[config.mk]
export PLATFORM = sky130hd
export DESIGN_NAME = iso8583_message_unpacker
export DESIGN_NICKNAME = d
export VERILOG_FILES = /design/src/hw/rtl/iso8583_pkg.sv /design/src/hw/rtl/iso8583_message_unpacker.sv
export SDC_FILE = /design/constraint.sdc
export NUM_CORES = 2
export LEC_CHECK = 0
export BUFFER_PORTS_ARGS = -buffer_cell sky130_fd_sc_hd__buf_2
export CORE_ASPECT_RATIO = 0.7
export CORE_UTILIZATION = 60
export DETAILED_ROUTE_END_ITERATION = 8
export GPL_ROUTABILITY_DRIVEN = 0
export HOLD_SLACK_MARGIN = 0.02
export PLACE_DENSITY = 0.76
export SLEW_MARGIN = 25
export SYNTH_ARGS = -nofsm -noshare
export SYNTH_HDL_FRONTEND = slang
export SYNTH_SLANG_ARGS = --single-unit
[constraint.sdc]
create_clock -name clk -period 9.2 [get_ports clk]
set_clock_uncertainty 0.1 [all_clocks]
set_input_delay 0.46 -clock clk [delete_from_list [all_inputs] [get_ports clk]]
set_output_delay 0.46 -clock clk [all_outputs]
set_load 0.01 [all_outputs]
[src/hw/rtl/iso8583_pkg.sv]
// ----------------------------------------------------------------------------
// iso8583_pkg
// Shared types, codes and helpers of the ISO 8583 message unpacker.
// ----------------------------------------------------------------------------
package iso8583_pkg;

    localparam int FIELD_COUNT = 128;
    localparam int STORE_BYTES = 2048;
    localparam int MAX_LEN     = 999;
    localparam int RES_DEPTH   = 8;

    // input selector (tuser)
    localparam logic OP_BYTE = 1'b0;
    localparam logic OP_DEF  = 1'b1;

    // result kinds (tuser)
    localparam logic [2:0] K_HEADER = 3'd0;
    localparam logic [2:0] K_TYPE   = 3'd1;
    localparam logic [2:0] K_CHAR   = 3'd2;
    localparam logic [2:0] K_FEND   = 3'd3;
    localparam logic [2:0] K_MEND   = 3'd4;

    // end status
    localparam logic [2:0] ST_OK    = 3'd0;
    localparam logic [2:0] ST_SHORT = 3'd1;
    localparam logic [2:0] ST_EARLY = 3'd2;
    localparam logic [2:0] ST_OVMAX = 3'd3;
    localparam logic [2:0] ST_OV999 = 3'd4;
    localparam logic [2:0] ST_STORE = 3'd5;

    // length kinds
    localparam logic [1:0] LK_FIXED = 2'd0;
    localparam logic [1:0] LK_LLL   = 2'd2;

    // configuration register indexes
    localparam logic [1:0] CFG_HEADER_LEN = 2'd0;
    localparam logic [1:0] CFG_TYPE_ASCII = 2'd1;
    localparam logic [1:0] CFG_PFX_ASCII  = 2'd2;
    localparam logic [1:0] CFG_BM_ASCII   = 2'd3;

    typedef enum logic [2:0] {
        P_IDLE, P_HEADER, P_TYPE, P_BITMAP, P_PREFIX, P_DATA, P_DONE, P_ERROR
    } phase_t;

    typedef enum logic [1:0] {S_RUN, S_SCAN, S_WAIT, S_END} seq_t;

    typedef struct packed {
        logic [2:0] kind;
        logic [7:0] fnum;
        logic [7:0] ch;
        logic [9:0] flen;
        logic [2:0] st;
        logic       last;
    } res_t;

    function automatic logic [7:0] hexch(input logic [3:0] v);
        return (v > 4'd9) ? (8'h37 + {4'b0, v}) : (8'h30 + {4'b0, v});
    endfunction

    function automatic logic [3:0] asc_nib(input logic [7:0] c);
        logic [7:0] v;
        if (c >= 8'h61)      v = c - 8'h57;
        else if (c >= 8'h41) v = c - 8'h37;
        else if (c >= 8'h30) v = c - 8'h30;
        else                 v = 8'h00;
        return v[3:0];
    endfunction

    function automatic res_t mk_res(input logic [2:0] kind, input logic [7:0] fnum,
                                    input logic [7:0] ch, input logic [9:0] flen,
                                    input logic [2:0] st);
        res_t r;
        r.kind = kind;
        r.fnum = fnum;
        r.ch   = ch;
        r.flen = flen;
        r.st   = st;
        r.last = 1'b0;
        return r;
    endfunction

endpackage

[src/hw/rtl/iso8583_message_unpacker.sv]
// ----------------------------------------------------------------------------
// iso8583_message_unpacker
// Splits an ISO 8583 byte stream into header, type and field characters.
// ----------------------------------------------------------------------------
//  channel   | dir | handshake                    | payload
//  s_axis    | in  | tvalid/tready                | tuser=op, tlast=last, tdata=byte+def
//  m_axis    | out | tvalid/tready                | tuser=kind, tlast=last, tdata=result
//  cfg       | in  | cfg_we                       | cfg_index, cfg_data
//
// One message byte per cycle; input stalls during field search and message
// end. After the bitmap or the end of a field the next field is searched in
// the field table memory; each set bitmap bit takes one table read. Results
// drain from an 8-entry queue; input stalls while fewer than four entries are
// free. Reset is asynchronous; the field table is not cleared.
module iso8583_message_unpacker (
    input  logic        clk,
    input  logic        rst_n,
    input  logic        s_axis_tvalid,
    output logic        s_axis_tready,
    // data_byte[7:0], def_field[14:8], def_length_kind[16:15],
    // def_max_length[26:17], def_type[29:27], zero[31:30]
    input  logic [31:0] s_axis_tdata,
    input  logic        s_axis_tuser,   // operation
    input  logic        s_axis_tlast,   // last_byte
    output logic        m_axis_tvalid,
    input  logic        m_axis_tready,
    // field_number[7:0], char_value[15:8], field_length[25:16],
    // status[28:26], zero[31:29]
    output logic [31:0] m_axis_tdata,
    output logic [2:0]  m_axis_tuser,   // kind
    output logic        m_axis_tlast,   // last_of_run
    input  logic        cfg_we,
    input  logic [1:0]  cfg_index,
    input  logic [5:0]  cfg_data
);
    import iso8583_pkg::*;

    logic [5:0]  hl_reg;
    logic        ta_reg, pa_reg, ba_reg;

    seq_t        state_reg, state_next;
    phase_t      phase_reg, phase_next;
    logic [11:0] bc_reg, bc_next;
    logic [127:0] bm_reg, bm_next;
    logic [6:0]  cur_reg, cur_next;
    logic [9:0]  rem_reg, rem_next;
    logic [14:0] acc_reg, acc_next;
    logic [11:0] stored_reg, stored_next;
    logic        skip_reg, skip_next;
    logic [2:0]  err_reg, err_next;
    logic [5:0]  unit_reg, unit_next, units_reg, units_next;
    logic        bma_reg, bma_next, pfx_reg, pfx_next, stop_reg, stop_next;
    logic [1:0]  left_reg, left_next;
    logic [14:0] entry_reg, entry_next;
    logic [7:0]  scan_reg, scan_next;
    logic        pend_reg, pend_next;

    logic [14:0] tbl_mem [FIELD_COUNT];
    logic [14:0] rd_q;

    res_t        fifo_reg [RES_DEPTH];
    logic [2:0]  wp_reg, rp_reg;
    logic [3:0]  cnt_reg;
    res_t        pr [4];
    logic [2:0]  pn;
    res_t        head;

    logic        in_fire, fin, defload, pop, wide, do_adv;
    logic [7:0]  b, adv_from, fnum, lim;
    logic [3:0]  v;
    logic [14:0] e, newent;
    logic [9:0]  len, emax;
    logic [14:0] acc;
    logic [2:0]  st;

    function automatic logic ovf(input logic [9:0] l, input logic [2:0] typ,
                                 input logic [11:0] s);
        logic [10:0] nb;
        nb = (typ != 3'd0) ? (({1'b0, l} + 11'd1) >> 1) : {1'b0, l};
        return ({2'b0, nb} + {1'b0, s}) >= 13'(STORE_BYTES);
    endfunction

    function automatic logic odd_skip(input logic [9:0] l, input logic [2:0] typ);
        return (typ != 3'd0) && l[0] && (typ[1:0] != 2'd0);
    endfunction

    assign in_fire = s_axis_tvalid && s_axis_tready;
    assign fin     = in_fire && (s_axis_tuser == OP_BYTE);
    assign defload = in_fire && (s_axis_tuser == OP_DEF);
    assign b       = s_axis_tdata[7:0];
    assign newent  = {s_axis_tdata[16:15], s_axis_tdata[26:17], s_axis_tdata[29:27]};
    assign s_axis_tready = (state_reg == S_RUN) && (cnt_reg <= 4'd4);
    assign wide    = bma_reg ? (units_reg == 6'd32) : (units_reg == 6'd16);
    assign lim     = wide ? 8'd128 : 8'd64;
    assign fnum    = {1'b0, cur_reg} + 8'd1;

    // field table
    always_ff @(posedge clk)
    begin
        if (defload)
            tbl_mem[s_axis_tdata[14:8]] <= newent;
        rd_q <= tbl_mem[scan_reg[6:0]];
    end

    always_comb
    begin
        state_next  = state_reg;
        phase_next  = phase_reg;
        bc_next     = bc_reg;
        bm_next     = bm_reg;
        cur_next    = cur_reg;
        rem_next    = rem_reg;
        acc_next    = acc_reg;
        stored_next = stored_reg;
        skip_next   = skip_reg;
        err_next    = err_reg;
        unit_next   = unit_reg;
        units_next  = units_reg;
        bma_next    = bma_reg;
        pfx_next    = pfx_reg;
        stop_next   = stop_reg;
        left_next   = left_reg;
        entry_next  = entry_reg;
        scan_next   = scan_reg;
        pend_next   = pend_reg;
        pn          = 3'd0;
        for (int i = 0; i < 4; i++)
            pr[i] = mk_res(K_HEADER, 8'd0, 8'd0, 10'd0, ST_OK);
        do_adv   = 1'b0;
        adv_from = 8'd0;
        v        = 4'd0;
        e        = entry_reg;
        emax     = entry_reg[12:3];
        len      = 10'd0;
        acc      = acc_reg;
        st       = ST_OK;

        case (state_reg)
            S_RUN:
            begin
                if (defload && (s_axis_tdata[14:8] == cur_reg))
                    entry_next = newent;
                if (fin)
                begin
                    bc_next = (bc_reg < 12'hFFF) ? (bc_reg + 12'd1) : bc_reg;
                    if (phase_reg == P_IDLE)
                    begin
                        if (hl_reg != 6'd0)
                        begin
                            phase_next = P_HEADER;
                            rem_next   = {4'b0, hl_reg};
                        end
                        else
                        begin
                            phase_next = P_TYPE;
                            rem_next   = ta_reg ? 10'd4 : 10'd2;
                            pfx_next   = ta_reg;
                        end
                    end
                    case (phase_next)
                        P_HEADER:
                        begin
                            pr[0] = mk_res(K_HEADER, 8'd0, b, 10'd0, ST_OK);
                            pn = 3'd1;
                            rem_next = rem_next - 10'd1;
                            if (rem_next == 10'd0)
                            begin
                                phase_next = P_TYPE;
                                rem_next   = ta_reg ? 10'd4 : 10'd2;
                                pfx_next   = ta_reg;
                            end
                        end
                        P_TYPE:
                        begin
                            if (pfx_next)
                            begin
                                pr[0] = mk_res(K_TYPE, 8'd0, b, 10'd0, ST_OK);
                                pn = 3'd1;
                            end
                            else
                            begin
                                pr[0] = mk_res(K_TYPE, 8'd0, hexch(b[7:4]), 10'd0, ST_OK);
                                pr[1] = mk_res(K_TYPE, 8'd0, hexch(b[3:0]), 10'd0, ST_OK);
                                pn = 3'd2;
                            end
                            rem_next = rem_next - 10'd1;
                            if (rem_next == 10'd0)
                            begin
                                phase_next = P_BITMAP;
                                bma_next   = ba_reg;
                                unit_next  = 6'd0;
                                units_next = 6'd0;
                            end
                        end
                        P_BITMAP:
                        begin
                            if (bma_reg)
                            begin
                                v = asc_nib(b);
                                if (unit_reg == 6'd0)
                                    units_next = v[3] ? 6'd32 : 6'd16;
                                for (int k = 0; k < 4; k++)
                                    if (v[3-k])
                                        bm_next[{unit_reg[4:0], 2'b00} + 7'(k)] = 1'b1;
                            end
                            else
                            begin
                                if (unit_reg == 6'd0)
                                    units_next = b[7] ? 6'd16 : 6'd8;
                                for (int k = 0; k < 8; k++)
                                    if (b[7-k])
                                        bm_next[{unit_reg[3:0], 3'b000} + 7'(k)] = 1'b1;
                            end
                            unit_next = unit_reg + 6'd1;
                            if (unit_next >= units_next)
                            begin
                                do_adv   = 1'b1;
                                adv_from = 8'd1;
                            end
                        end
                        P_PREFIX:
                        begin
                            if (pfx_reg)
                            begin
                                if (!stop_reg && (b >= 8'h30) && (b <= 8'h39))
                                    acc = 15'(acc_reg * 15'd10 + 15'(b - 8'h30));
                                else
                                    stop_next = 1'b1;
                            end
                            else
                                acc = 15'(acc_reg * 15'd100 + 15'(b[7:4]) * 15'd10
                                      + 15'(b[3:0]));
                            acc_next  = acc;
                            left_next = left_reg - 2'd1;
                            if (left_next == 2'd0)
                            begin
                                len = acc[9:0];
                                if (acc > {5'b0, emax})
                                begin
                                    err_next = ST_OVMAX;
                                    phase_next = P_ERROR;
                                end
                                else if (acc > 15'(MAX_LEN))
                                begin
                                    err_next = ST_OV999;
                                    phase_next = P_ERROR;
                                end
                                else if (ovf(len, entry_reg[2:0], stored_reg))
                                begin
                                    err_next = ST_STORE;
                                    phase_next = P_ERROR;
                                end
                                else
                                begin
                                    stored_next = stored_reg + {2'b0, len};
                                    if (len == 10'd0)
                                    begin
                                        pr[0] = mk_res(K_FEND, fnum, 8'd0, 10'd0, ST_OK);
                                        pn = 3'd1;
                                        do_adv   = 1'b1;
                                        adv_from = fnum;
                                    end
                                    else
                                    begin
                                        phase_next = P_DATA;
                                        rem_next   = len;
                                        skip_next  = odd_skip(len, entry_reg[2:0]);
                                    end
                                end
                            end
                        end
                        P_DATA:
                        begin
                            if (entry_reg[2:0] == 3'd0)
                            begin
                                pr[0] = mk_res(K_CHAR, fnum, b, 10'd0, ST_OK);
                                pn = 3'd1;
                                rem_next = rem_reg - 10'd1;
                            end
                            else if (skip_reg)
                            begin
                                pr[0] = mk_res(K_CHAR, fnum, hexch(b[3:0]), 10'd0, ST_OK);
                                pn = 3'd1;
                                skip_next = 1'b0;
                                rem_next = rem_reg - 10'd1;
                            end
                            else
                            begin
                                pr[0] = mk_res(K_CHAR, fnum, hexch(b[7:4]), 10'd0, ST_OK);
                                pn = 3'd1;
                                rem_next = rem_reg - 10'd1;
                                if (rem_next != 10'd0)
                                begin
                                    pr[1] = mk_res(K_CHAR, fnum, hexch(b[3:0]), 10'd0,
                                                   ST_OK);
                                    pn = 3'd2;
                                    rem_next = rem_next - 10'd1;
                                end
                            end
                            if (rem_next == 10'd0)
                            begin
                                pr[pn[1:0]] = mk_res(K_FEND, fnum, 8'd0, acc_reg[9:0], ST_OK);
                                pn = pn + 3'd1;
                                do_adv   = 1'b1;
                                adv_from = fnum;
                            end
                        end
                        default:
                        begin
                        end
                    endcase
                    // mark the final transfer of this byte unless message end follows
                    if (!s_axis_tlast && (pn != 3'd0))
                        pr[2'(pn - 3'd1)].last = 1'b1;
                    if (do_adv)
                    begin
                        scan_next  = adv_from;
                        pend_next  = s_axis_tlast;
                        state_next = S_SCAN;
                    end
                    else if (s_axis_tlast)
                        state_next = S_END;
                end
            end
            S_SCAN:
            begin
                if (scan_reg >= lim)
                begin
                    phase_next = P_DONE;
                    state_next = pend_reg ? S_END : S_RUN;
                end
                else if ((scan_reg == 8'd0) || !bm_reg[scan_reg[6:0]])
                    scan_next = scan_reg + 8'd1;
                else
                    state_next = S_WAIT;
            end
            S_WAIT:
            begin
                e    = rd_q;
                emax = rd_q[12:3];
                if ((e[14:13] == LK_FIXED) && (emax == 10'd0))
                begin
                    scan_next  = scan_reg + 8'd1;
                    state_next = S_SCAN;
                end
                else
                begin
                    cur_next   = scan_reg[6:0];
                    entry_next = e;
                    state_next = pend_reg ? S_END : S_RUN;
                    if (e[14:13] == LK_FIXED)
                    begin
                        if (emax > 10'(MAX_LEN))
                        begin
                            err_next = ST_OV999;
                            phase_next = P_ERROR;
                        end
                        else if (ovf(emax, e[2:0], stored_reg))
                        begin
                            err_next = ST_STORE;
                            phase_next = P_ERROR;
                        end
                        else
                        begin
                            stored_next = stored_reg + {2'b0, emax};
                            acc_next    = {5'b0, emax};
                            phase_next  = P_DATA;
                            rem_next    = emax;
                            skip_next   = odd_skip(emax, e[2:0]);
                        end
                    end
                    else
                    begin
                        phase_next = P_PREFIX;
                        acc_next   = 15'd0;
                        stop_next  = 1'b0;
                        pfx_next   = pa_reg;
                        if (pa_reg)
                            left_next = (e[14:13] == LK_LLL) ? 2'd3 : 2'd2;
                        else
                            left_next = (e[14:13] == LK_LLL) ? 2'd2 : 2'd1;
                    end
                end
            end
            S_END:
            begin
                if (bc_reg < 12'd10)           st = ST_SHORT;
                else if (err_reg != ST_OK)     st = err_reg;
                else if (phase_reg != P_DONE)  st = ST_EARLY;
                else                           st = ST_OK;
                pr[0] = mk_res(K_MEND, 8'd0, 8'd0, 10'd0, st);
                pr[0].last = 1'b1;
                pn = 3'd1;
                // drop all message state, keep table and registers
                phase_next  = P_IDLE;
                bc_next     = 12'd0;
                bm_next     = '0;
                cur_next    = 7'd0;
                rem_next    = 10'd0;
                acc_next    = 15'd0;
                stored_next = 12'd0;
                skip_next   = 1'b0;
                err_next    = ST_OK;
                unit_next   = 6'd0;
                units_next  = 6'd0;
                bma_next    = 1'b0;
                pfx_next    = 1'b0;
                left_next   = 2'd0;
                stop_next   = 1'b0;
                pend_next   = 1'b0;
                state_next  = S_RUN;
            end
            default:
            begin
                state_next = S_RUN;
            end
        endcase
    end

    always_ff @(posedge clk or negedge rst_n)
    begin
        if (!rst_n)
        begin
            hl_reg     <= 6'd0;
            ta_reg     <= 1'b0;
            pa_reg     <= 1'b0;
            ba_reg     <= 1'b0;
            state_reg  <= S_RUN;
            phase_reg  <= P_IDLE;
            bc_reg     <= 12'd0;
            bm_reg     <= '0;
            cur_reg    <= 7'd0;
            rem_reg    <= 10'd0;
            acc_reg    <= 15'd0;
            stored_reg <= 12'd0;
            skip_reg   <= 1'b0;
            err_reg    <= ST_OK;
            unit_reg   <= 6'd0;
            units_reg  <= 6'd0;
            bma_reg    <= 1'b0;
            pfx_reg    <= 1'b0;
            stop_reg   <= 1'b0;
            left_reg   <= 2'd0;
            entry_reg  <= 15'd0;
            scan_reg   <= 8'd0;
            pend_reg   <= 1'b0;
        end
        else
        begin
            if (cfg_we)
            begin
                case (cfg_index)
                    CFG_HEADER_LEN: hl_reg <= cfg_data;
                    CFG_TYPE_ASCII: ta_reg <= cfg_data[0];
                    CFG_PFX_ASCII:  pa_reg <= cfg_data[0];
                    CFG_BM_ASCII:   ba_reg <= cfg_data[0];
                    default:        hl_reg <= hl_reg;
                endcase
            end
            state_reg  <= state_next;
            phase_reg  <= phase_next;
            bc_reg     <= bc_next;
            bm_reg     <= bm_next;
            cur_reg    <= cur_next;
            rem_reg    <= rem_next;
            acc_reg    <= acc_next;
            stored_reg <= stored_next;
            skip_reg   <= skip_next;
            err_reg    <= err_next;
            unit_reg   <= unit_next;
            units_reg  <= units_next;
            bma_reg    <= bma_next;
            pfx_reg    <= pfx_next;
            stop_reg   <= stop_next;
            left_reg   <= left_next;
            entry_reg  <= entry_next;
            scan_reg   <= scan_next;
            pend_reg   <= pend_next;
        end
    end

    // result queue
    assign pop  = m_axis_tvalid && m_axis_tready;
    assign head = fifo_reg[rp_reg];

    always_ff @(posedge clk)
    begin
        for (int k = 0; k < 4; k++)
            if (3'(k) < pn)
                fifo_reg[wp_reg + 3'(k)] <= pr[k];
    end

    always_ff @(posedge clk or negedge rst_n)
    begin
        if (!rst_n)
        begin
            wp_reg  <= 3'd0;
            rp_reg  <= 3'd0;
            cnt_reg <= 4'd0;
        end
        else
        begin
            wp_reg  <= wp_reg + pn;
            rp_reg  <= rp_reg + {2'b0, pop};
            cnt_reg <= cnt_reg + {1'b0, pn} - {3'b0, pop};
        end
    end

    assign m_axis_tvalid = (cnt_reg != 4'd0);
    assign m_axis_tdata  = {3'b000, head.st, head.flen, head.ch, head.fnum};
    assign m_axis_tuser  = head.kind;
    assign m_axis_tlast  = head.last;

endmodule

==> summary.txt <==
Status
  – Status: finished with violations
  – Failing checks: design-rule violations

Setup path
  – RR Endpoint: fifo_reg[7][9]
  – Crit-path slowest cell: buf_4
  – CP peak stage delay: 0.49 ns
  – Buffers and inverters on the worst path: 3
  – CP Launch Type: register
  – Crit Path Class: register to register
  – Cell mode on critical path: ha_1
  – Crit. Startpoint: acc_reg[1]
  – Worst R2R Path Depth: 29
  – Levels on crit path: 29
  – CP endpoint kind: register
  – FF-to-FF setup slack: 0.80 ns
  – Worst Setup EP: fifo_reg[7][9]
  – R2R Path Start: acc_reg[1]
  – Crit path required time: 9.60 ns
  – Crit path max-delay family: simple AND/OR/NAND/NOR gates
  – CP Data Arrival Time: 8.80 ns
  – Max FO, Critical Path: 33

Min path
  – Worst Hold Class: input port to register

Clocking
  – H-tree depth: 4
  – Clk slew on worst S/H paths: 0.07 ns
  – CTS tree: done
  – CTS Buffer Depth: 3
  – CTS Root Buffer Type: clkbuf_16
  – Num CTS Buffers: 213
  – Number of clock sinks: 2450
  – Post-CTS sizing: 0
  – Postcts setup bufs: 0
  – Worst skew pair latency: 0.90 ns
  – Hold_buf cts: 27

Floorplanning
  – Top Ports: 85
  – CORE AREA: 177000 um2
  – Row cnt: 129
  – Die Width: 506 um
  – Height of the die: 355 um
  – Initial Util: 0.604
  – Die area: ~180000 um2

Timing
  – RSZ-0062 raised after global routing: no
  – Tmin final: 8.40 ns
  – Fmax: approximately 0.12 GHz
  – Max Slew Vio Count: 0
  – Slew headroom: 0.268
  – Worst slew pin tran: 1.10 ns
  – Final hold violations: 0
  – Final critical-path share of the clock period: 0.913
  – Post-Route Setup TNS: 0 ns
  – Setup violators final: 0

Synthesis
  – Async S/R FF share, synth: 0.102
  – YS warnings: 0
  – Cells taking the most area after synthesis: edfxtp_1, mux4_2, dfrtp_1, nor2_1, ha_1
  – Post-synth top area share: 0.615
  – FF+latch count, synth: 2450
  – Largest family of logic cells by synthesized area: multiplexers
  – Post-synthesis average cell area: 17.1 um2
  – Most used DFF post-synth: edfxtp_1
  – Adder-Cell Fraction of Synth Area: 0.0231
  – Post-synthesis mux area share: 0.167
  – Complex-gate fraction of the synthesized area: 0.0491
  – Seq/Total Area, Yosys: 0.677
  – Cells after synthesis: 6224
  – Synth Area in XOR/XNOR: 0.00810
  – Post-synth cell types: 109
  – Post-synth EDFFs: 2184
  – Synth Area in Simple Gates: 0.0581
  – Synthesized area: 107000 um2
  – Leading area contributor after synthesis: edfxtp_1

Pwr
  – VDD IR max: 370 uV
  – P per Cell Area: about 320 nW/um2
  – Leakage: 39.2 nW

Routing
  – Detail Route Antenna Nets: 0
  – Vias: 62026
  – Vias per inst: 6.92
  – DRC viols: 1
  – Drt total wl: between 200000 and 300000 um
  – DRT Pass-1 Iters: 9
  – Detailed Route Iter0 Violations: 9521
  – Wire per inst: about 32 um

GRT
  – First-pass GRT wire length: between 400000 and 500000 um
  – Vias in the first global route: between 60000 and 70000
  – Total gr overflow: 0
  – Largest net degree at the start of global routing: 150
  – Total GRT Usage: 0.320
  – Initial antenna violation count: 20

Placement
  – Port buffer count: 79
  – Area post-placement: about 110000 um2
  – HPWL after DPL: ~170000 um

Finish
  – Most frequent cells in the layout: edfxtp_1, mux4_2, nor2_1, nand2_1, dfrtp_1
  – Commonest non-fill, non-tap cell in the layout: edfxtp_1
  – Final Instance Area: about 120000 um2
  – Max reg flops: 1920
  – Number of fillers in the final layout: 11266
  – P&R area growth vs syn: 10.6%
  – Layout cell share with drive strength beyond 1: 0.227
  – Post-layout net count: 6653

Run
  – MaxCap Viol Count: 0
## logic make-up after synthesis
family / count (synthesis)
XOR/XNOR: 97
AND/OR/NAND/NOR: 1369
other: 2
buffers and inverters: 469
adder cells (fa/ha/maj): 186
AO/OA/AOI/OAI: 789
multiplexers: 862
flip-flops: 2450
## worst register-to-register path: cells and delay by family (launching register included)
kind            cells  cell delay, ns
fa+ha+maj           7            2.27
flops               1            0.41
compound gates      9            2.23
buf+inv             3            0.59
simple gates       10            2.45
## layer usage
| metal | share of wire | global-route usage | vias up |
|---|---|---|---|
| met1 | 0.39 | 0.484 | 31893 |
| met2 | 0.44 | 0.455 | 4541 |
| met4 | 0.026 | 0.0853 | 4 |
| li1 | - | - | 25067 |
| met5 | 0.00011 | 0 | - |
| met3 | 0.15 | 0.101 | 521 |
## layout make-up
type                       count  area [um2]  area share
tap                         2358        2950      0.0250
sequential                  2450       72200       0.612
inverter                     132         495     0.00420
clock buffer                 259        5550      0.0471
clock inverter               134        1380      0.0117
antenna                        5        12.5    0.000106
multi-input combinational   3307       32900       0.279
timing repair buffer         316        2450      0.0208
## stage by stage
stage	util	instances	worst slack, ns	hold WS, ns	total power, mW
global route	0.668	8959	0.425	0.0396	39.8
floorplan	-	6226	0.947	0.0644	24.1
global placement	0.626	8534	1.04	0.367	28.6
finish	0.668	8961	0.799	0.0480	38.3
CTS	0.667	8956	0.959	0.0240	37.9
detailed placement	0.626	8536	0.906	0.374	28.9
## power breakdown
group | leakage [nW] | internal (mW) | switching (mW)
clock network | 3.31 | 4.77 | 4.21
registers | 23.0 | 12.5 | 0.713
logic | 13.0 | 6.57 | 9.52
## cells in the mapped netlist (9+ instances only)
cell / count
edfxtp_1: 2184
mux4_2: 731
nor2_1: 615
nand2_1: 345
dfrtp_1: 251
clkbuf_1: 244
a21oi_1: 170
ha_1: 168
o21ai_0: 163
o21a_1: 142
inv_1: 124
nand3_1: 82
mux2i_1: 73
buf_1: 65
xnor2_1: 65
mux2_2: 57
nor3_1: 46
nor2b_1: 44
a21o_1: 43
and2_1: 37
or3_1: 33
and3_1: 32
xor2_1: 31
o22ai_1: 25
a211oi_1: 24
buf_2: 20
a22oi_1: 19
a31oi_1: 19
nand2b_1: 19
nand4_1: 19
fa_1: 18
o31ai_1: 17
o21ai_1: 16
dfxtp_1: 15
nor4_1: 14
o21bai_1: 14
or2_2: 11
a22o_1: 10
nor3_2: 10
o211ai_1: 9
## worst min path at each step
stage | cells after the start | slack (ns) | end | startpoint
floorplan | 0 | 0.06 | acc_reg[0] | rst_n
global placement | 2 | 0.37 | entry_reg[6] | entry_reg[6]
detailed placement | 1 | 0.37 | bm_reg[111] | bm_reg[111]
CTS | 4 | 0.02 | pend_reg | s_axis_tlast
global route | 1 | 0.04 | tbl_mem[94][12] | s_axis_tdata[26]
finish | 1 | 0.05 | tbl_mem[86][8] | s_axis_tdata[22]
(Power assumes the default switching activity.)
